--- config.mk ---
export PLATFORM = sky130hd
export DESIGN_NAME = fat_cluster_chain_reader_top
export DESIGN_NICKNAME = d
export VERILOG_FILES = /design/src/sv/fccr_pkg.sv /design/src/sv/fat_cluster_chain_reader_top.sv
export SDC_FILE = /design/constraint.sdc
export NUM_CORES = 1
export LEC_CHECK = 0
export ABC_AREA = 1
export BUFFER_PORTS_ARGS = -buffer_cell sky130_fd_sc_hd__buf_4
export CORE_MARGIN = 5
export CORE_UTILIZATION = 27
export DETAILED_ROUTE_END_ITERATION = 8
export PLACE_DENSITY = 0.39
export SYNTH_ARGS = -nofsm -noshare
export SYNTH_HDL_FRONTEND = slang
export SYNTH_SLANG_ARGS = --single-unit
--- constraint.sdc ---
create_clock -name clk_i -period 6.5 [get_ports clk_i]
set_input_delay 0 -clock clk_i [delete_from_list [all_inputs] [get_ports clk_i]]
set_output_delay 0 -clock clk_i [all_outputs]
set_load 0.05 [all_outputs]
--- src/sv/fccr_pkg.sv ---
`timescale 1ns / 1ps
`default_nettype none

package fccr_pkg;

  localparam int unsigned SECTOR_BYTES = 512;
  localparam int unsigned CHUNK_BYTES  = 512;
  localparam int unsigned COUNT_W      = 10;
  localparam int unsigned CSEC_W       = 7;

  localparam logic [31:0] CLUSTER_MASK = 32'h0FFF_FFFF;
  localparam logic [COUNT_W-1:0] BEAT_MAX =
    COUNT_W'((CHUNK_BYTES < SECTOR_BYTES) ? CHUNK_BYTES : SECTOR_BYTES);

  typedef enum logic [1:0] {
    OP_OPEN  = 2'd0,
    OP_READ  = 2'd1,
    OP_FAT   = 2'd2,
    OP_DONE  = 2'd3
  } op_e;

  typedef enum logic [2:0] {
    K_OPENED  = 3'd0,
    K_FATREQ  = 3'd1,
    K_DATAREQ = 3'd2,
    K_DONE    = 3'd3,
    K_ERROR   = 3'd4
  } kind_e;

  typedef enum logic [1:0] {
    PH_IDLE  = 2'd0,
    PH_READY = 2'd1,
    PH_FAT   = 2'd2,
    PH_DATA  = 2'd3
  } phase_e;

  typedef enum logic [1:0] {
    REG_SPC = 2'd0,
    REG_FDS = 2'd1,
    REG_FAT = 2'd2
  } reg_idx_e;

  typedef struct packed {
    op_e         op;
    logic [31:0] first_cluster;
    logic [31:0] file_length;
    logic [31:0] fat_word;
    logic        io_ok;
  } in_item_t;

  typedef struct packed {
    kind_e        kind;
    logic [31:0]  sector_number;
    logic [8:0]   entry_offset;
    logic [9:0]   byte_count;
  } out_item_t;

endpackage

`default_nettype wire

--- src/sv/fat_cluster_chain_reader_top.sv ---
`timescale 1ns / 1ps
`default_nettype none

// Channel   Direction  Handshake              Payload
// in        input      in_valid_i/in_ready_o  in_data_i (fccr_pkg::in_item_t)
// out       output     out_valid_o/out_ready_i out_data_o (fccr_pkg::out_item_t)
// cfg       input      cfg_valid_i/cfg_ready_o cfg_index_i, cfg_data_i
//
// Every beat gives one result, registered and shown the cycle after acceptance.
// The path is one 32x8 multiply for the data sector address plus two adds.
// in_ready_o stays high while the result register is empty or being drained,
// so beats flow back to back; a stalled output holds the input off.
// Reset clears the walker state; config resets to one sector per cluster.
module fat_cluster_chain_reader_top (
  input  wire logic                clk_i,
  input  wire logic                rst_ni,
  input  wire logic                in_valid_i,
  output logic                     in_ready_o,
  input  wire fccr_pkg::in_item_t  in_data_i,
  output logic                     out_valid_o,
  input  wire logic                out_ready_i,
  output fccr_pkg::out_item_t      out_data_o,
  input  wire logic                cfg_valid_i,
  output logic                     cfg_ready_o,
  input  wire logic [1:0]          cfg_index_i,
  input  wire logic [31:0]         cfg_data_i
);
  import fccr_pkg::*;

  logic [7:0]  spc_q;
  logic [31:0] fds_q, fat_q;

  logic [31:0]        cluster_q, cluster_d;
  logic [31:0]        fbytes_q, fbytes_d;
  logic [31:0]        pos_q, pos_d;
  phase_e             phase_q, phase_d;
  logic [COUNT_W-1:0] pend_q, pend_d;
  logic [CSEC_W-1:0]  csec_q, csec_d;

  logic      out_valid_q;
  out_item_t out_q, out_d;
  logic      in_fire;

  // shared data-request datapath
  logic [31:0]        dr_cluster;
  logic [CSEC_W-1:0]  dr_csec;
  logic [31:0]        dr_prod;
  logic [31:0]        dr_sector;
  logic [31:0]        remain;
  logic [COUNT_W-1:0] dr_count;
  logic [CSEC_W-1:0]  csec_mask, csec_new;
  logic [31:0]        fat_cluster;

  assign cfg_ready_o = 1'b1;
  assign in_ready_o  = !out_valid_q || out_ready_i;
  assign in_fire     = in_valid_i && in_ready_o;
  assign out_valid_o = out_valid_q;
  assign out_data_o  = out_q;

  assign csec_mask   = CSEC_W'(spc_q - 8'd1);
  assign csec_new    = pos_q[9 +: CSEC_W] & csec_mask;
  assign fat_cluster = in_data_i.fat_word & CLUSTER_MASK;

  assign dr_cluster = (in_data_i.op == OP_FAT) ? fat_cluster : cluster_q;
  assign dr_csec    = (in_data_i.op == OP_FAT) ? csec_q : csec_new;
  assign dr_prod    = (dr_cluster - 32'd2) * {24'd0, spc_q};
  assign dr_sector  = dr_prod + fds_q + {{(32-CSEC_W){1'b0}}, dr_csec};
  assign remain     = fbytes_q - pos_q;
  assign dr_count   = (remain >= {{(32-COUNT_W){1'b0}}, BEAT_MAX}) ? BEAT_MAX
                                                                    : remain[COUNT_W-1:0];

  always_comb begin
    cluster_d = cluster_q;
    fbytes_d  = fbytes_q;
    pos_d     = pos_q;
    phase_d   = phase_q;
    pend_d    = pend_q;
    csec_d    = csec_q;
    out_d     = '{kind: K_ERROR, sector_number: '0, entry_offset: '0, byte_count: '0};

    case (in_data_i.op)
      OP_OPEN: begin
        cluster_d  = in_data_i.first_cluster;
        fbytes_d   = in_data_i.file_length;
        pos_d      = '0;
        pend_d     = '0;
        csec_d     = '0;
        phase_d    = PH_READY;
        out_d.kind = K_OPENED;
      end
      OP_READ: begin
        if (phase_q == PH_READY) begin
          csec_d = csec_new;
          if (csec_new == '0 && pos_q != '0) begin
            phase_d             = PH_FAT;
            out_d.kind          = K_FATREQ;
            out_d.sector_number = fat_q + {7'd0, cluster_q[31:7]};
            out_d.entry_offset  = {cluster_q[6:0], 2'b00};
          end else if (csec_new == '0 && cluster_q <= 32'd1) begin
            out_d.kind = K_ERROR;
          end else begin
            phase_d             = PH_DATA;
            pend_d              = dr_count;
            out_d.kind          = K_DATAREQ;
            out_d.sector_number = dr_sector;
            out_d.byte_count    = dr_count;
          end
        end
      end
      OP_FAT: begin
        if (phase_q == PH_FAT) begin
          phase_d = PH_READY;
          if (in_data_i.io_ok) begin
            cluster_d = fat_cluster;
            if (fat_cluster > 32'd1) begin
              phase_d             = PH_DATA;
              pend_d              = dr_count;
              out_d.kind          = K_DATAREQ;
              out_d.sector_number = dr_sector;
              out_d.byte_count    = dr_count;
            end
          end
        end
      end
      OP_DONE: begin
        if (phase_q == PH_DATA) begin
          phase_d = PH_READY;
          if (in_data_i.io_ok) begin
            pos_d            = pos_q + {{(32-COUNT_W){1'b0}}, pend_q};
            out_d.kind       = K_DONE;
            out_d.byte_count = pend_q;
          end
        end
      end
      default: out_d.kind = K_ERROR;
    endcase
  end

  always_ff @(posedge clk_i or negedge rst_ni) begin
    if (!rst_ni) begin
      spc_q <= 8'd1;
      fds_q <= '0;
      fat_q <= '0;
    end else if (cfg_valid_i && cfg_ready_o) begin
      case (reg_idx_e'(cfg_index_i))
        REG_SPC: spc_q <= cfg_data_i[7:0];
        REG_FDS: fds_q <= cfg_data_i;
        REG_FAT: fat_q <= cfg_data_i;
        default: ;
      endcase
    end
  end

  always_ff @(posedge clk_i or negedge rst_ni) begin
    if (!rst_ni) begin
      cluster_q <= '0;
      fbytes_q  <= '0;
      pos_q     <= '0;
      phase_q   <= PH_IDLE;
      pend_q    <= '0;
      csec_q    <= '0;
    end else if (in_fire) begin
      cluster_q <= cluster_d;
      fbytes_q  <= fbytes_d;
      pos_q     <= pos_d;
      phase_q   <= phase_d;
      pend_q    <= pend_d;
      csec_q    <= csec_d;
    end
  end

  always_ff @(posedge clk_i or negedge rst_ni) begin
    if (!rst_ni) begin
      out_valid_q <= 1'b0;
    end else if (in_ready_o) begin
      out_valid_q <= in_valid_i;
    end
  end

  always_ff @(posedge clk_i) begin
    if (in_fire) begin
      out_q <= out_d;
    end
  end

`ifndef SYNTHESIS
  a_count_bound: assert property (@(posedge clk_i) disable iff (!rst_ni)
    out_valid_q && out_q.kind == K_DATAREQ |-> out_q.byte_count <= BEAT_MAX)
    else $error("data request beat exceeds sector size");

  a_read_wrong_phase: assert property (@(posedge clk_i) disable iff (!rst_ni)
    in_fire && in_data_i.op == OP_READ && phase_q != PH_READY
    |=> out_valid_q && out_q.kind == K_ERROR && $stable(pos_q))
    else $error("read outside ready phase not rejected");

  a_open_resets: assert property (@(posedge clk_i) disable iff (!rst_ni)
    in_fire && in_data_i.op == OP_OPEN
    |=> phase_q == PH_READY && pos_q == '0 && out_q.kind == K_OPENED)
    else $error("open did not reset the walker");

  a_pending_bound: assert property (@(posedge clk_i) disable iff (!rst_ni)
    phase_q == PH_DATA |-> pend_q <= BEAT_MAX)
    else $error("pending count out of range");
`endif

endmodule

`default_nettype wire

==> flow_summary.yaml <==
detailed_routing:
  ant_nets: 0
  wl_mm: 94.2
  wl_per_cell_um: 19.0
  drt_iter0_markers: 1309
  firstDrtPassIters: 5
  drcViolationCount: 0
  viasPerCell: 4.58
  vias: 22700
setup_path:
  crit_path_frequent_cell: "fa_1"
  path_class: "reg2reg"
  slowest_delay_ns: 0.58
  cp.arrival_ns: 6.44
  critPathCaptureType: "flip-flop"
  critPathSlowestCell: "fa_1"
  cp.required_ns: 6.79
  critPathLaunchType: "flip-flop"
  crit_family: "adder cells"
  path_buf_inv: 6
  cp_max_fo: 6
grt:
  antenna_found_initial: 2
  grt_overflow_total: 0
  grt_use_total: 0.197
  grt_pass1_vias: 23800
  grt_pass1_wl_mm: 144
  grt_max_degree: 94
yosys:
  synth_cells: 3253
  yosys.area_share.adder: 0.237
  synth_area_leaders: "dfrtp_1 20%, fa_1 16%, nand2_1 13%, inv_1 8.2%, ha_1 7.5%"
  synth_xor_area_frac: 0.0179
  muxShareOfSynthArea: 0
  yosysMostFrequentCell: "nand2_1"
  synth_top_cell_area_share: 0.196
  async_flop_share: 0.783
  ys_ff_latch: 240
  synth_commonest_cells: "826 x nand2_1, 522 x inv_1, 331 x nor2_1"
  synth-edff-count: 52
  ys_seq_area_frac: 0.262
  synthDistinctLibCells: 61
  yosys_warnings: 0
  synth_top_area_cell: "dfrtp_1"
  synth.avg_cell_area_sq_um: 7.35
  synth_top_family_by_area: "simple AND/OR/NAND/NOR gates"
  synth_ff_type: "dfrtp_1"
  synth_compound_area_frac: 0.122
  synth_simple_gate_area_frac: 0.259
  syn_area_sq_um: 23900
flow_run:
  drv_cap: 0
cells_and_area:
  fin_cells: 4969
  antenna_cells: 0
  syn2layout_area_growth_pct: 31.2
  ff_latch_area_sq_um: 6270
  nNetsFinal: 4253
  drive_gt1_frac: 0.179
  fin_area_sq_um: 31400
  final_core_utilization: 0.356
  multiInputGateArea_sq_um: 15700
  nFillCells: 9601
timing:
  max_slew_margin: 0.405
  fin_crit_ns: 6.16
  layout_setup_ws_ns: 0.345
  fin_skew_ns: 0.0277
  holdWs_ns: 0.0319
  maxSlewViolCount: 0
  timing.final.hold_violations: 0
  finalCritPeriodShare: 0.947
  max_freq_mhz: 162
  setup_viol: 0
  worst_pin_slew_ns: 0.883
place:
  dp_cells: 4773
  dpl_worst_slack_ns: -0.192
  placed_area_sq_um: 28300
  hpwl_mm: 78.6
  gp_congestion: 0.901
  io_buffers: 187
cts:
  htreeDepth: 2
  clkTransAtPathRegs_ns: 0.06
  cts_root_buf: "clkbuf_16"
  numCtsBuffers: 35
  cts_tree: "yes"
  clk_path_buf_depth: 3
  clkSinkCount: 240
  clkLatencyLatePin_ns: 0.57
die:
  fp-row-count: 109
  fp.dieH_um: 308
  coreArea_sq_um: 88100
  start_util: 0.271
  io_pins: 195
  fp.dieW_um: 308
  dieArea_sq_um: 94600
pwr:
  peakVddDrop_uv: 567
  pwr_density_cell_nw_per_um2: 693
  p_leak_uw: 0.0155
run_status:
  status: "complete, no violations"
hold_path:
  hold_class: "in2async"
==> final timing paths <==
kind	startpoint	endpoint	slack, ns	cells after the start
setup / recovery	cluster_q[1]	out_data_o[45]	0.34	28
hold / removal	rst_ni	fat_q[8]	0.03	2
setup reg to reg	cluster_q[1]	out_data_o[45]	0.34	28
hold reg to reg	fbytes_q[30]	fbytes_q[30]	0.48	2
max in group asynchronous	rst_ni	pos_q[31]	5.15	3
min in group clk_i	cfg_valid_i	fat_q[19]	0.13	5
==> flip-flops by register name, summed over array words and instances, names as in the netlist <==
register     cells
out_data_o      52
cluster_q       32
fat_q           32
fbytes_q        32
fds_q           32
pos_q           32
pend_q          10
spc_q            8
csec_q           7
phase_q          2
out_valid_o      1
==> power by group <==
part | switching (uW) | total [uW] | leakage, uW | internal [uW]
combinational | 9290 | 17700 | 0.0120 | 8390
clock | 805 | 2040 | 0.000591 | 1230
sequential | 218 | 2020 | 0.00292 | 1810
==> per-stage QoR <==
stage                     power (uW)  TNS, ns
final                          21700        0
after global routing           24000  -0.0244
after CTS                      20300        0
after detailed placement       18000    -1.54
after global placement         18200    -1.02
after floorplan                10700        0
==> layout by cell type, fill, tap and decap left out, drive strengths merged, types with 52 or more instances in the layout <==
master / n
nand2: 857
inv: 539
buf: 441
nor2: 351
o21ai: 227
a21oi: 201
fa: 193
dfrtp: 187
ha: 144
dlygate4sd3: 129
nand3: 128
edfxtp: 52
nand4: 52
==> metal layers <==
metal | routed length, um | vias up | GRT usage
li1 | - | 11400 | -
met4 | 1690 | 0 | 0.0359
met2 | 47300 | 335 | 0.360
met1 | 42300 | 10900 | 0.255
met3 | 2890 | 78 | 0.0204
met5 | 0 | - | 0
==> worst register-to-register path, delay by kind of cell (launching register included) <==
| family | cells | cell delay [ns] |
|---|---|---|
| flops | 1 | 0.37 |
| fa+ha+maj | 7 | 2.90 |
| simple gates | 9 | 0.99 |
| compound gates | 6 | 0.90 |
| buf+inv | 6 | 0.69 |
==> cell type report <==
class                           count  share of cell area
Multi-Input combinational cell   2389               0.501
Sequential cell                   240               0.200
Timing Repair Buffer              570               0.149
Inverter                          542              0.0650
Tap cell                         1165              0.0465
Clock buffer                       43              0.0298
Clock inverter                     20             0.00858
==> logic make-up after synthesis <==
logic type | after synthesis
compound gates | 530
simple gates | 1471
xor+xnor | 48
fa+ha+maj | 337
flops | 240
buf+inv | 625
other cells | 2
==> repair_timing <==
action	CTS	global route
endpoints found under the hold margin	235	0
gates resized for setup	0	100
hold buffers	129	0
endpoints found under the setup margin	0	21
buffers inserted	0	4
Note: power is estimated with default switching activity, not from simulation.
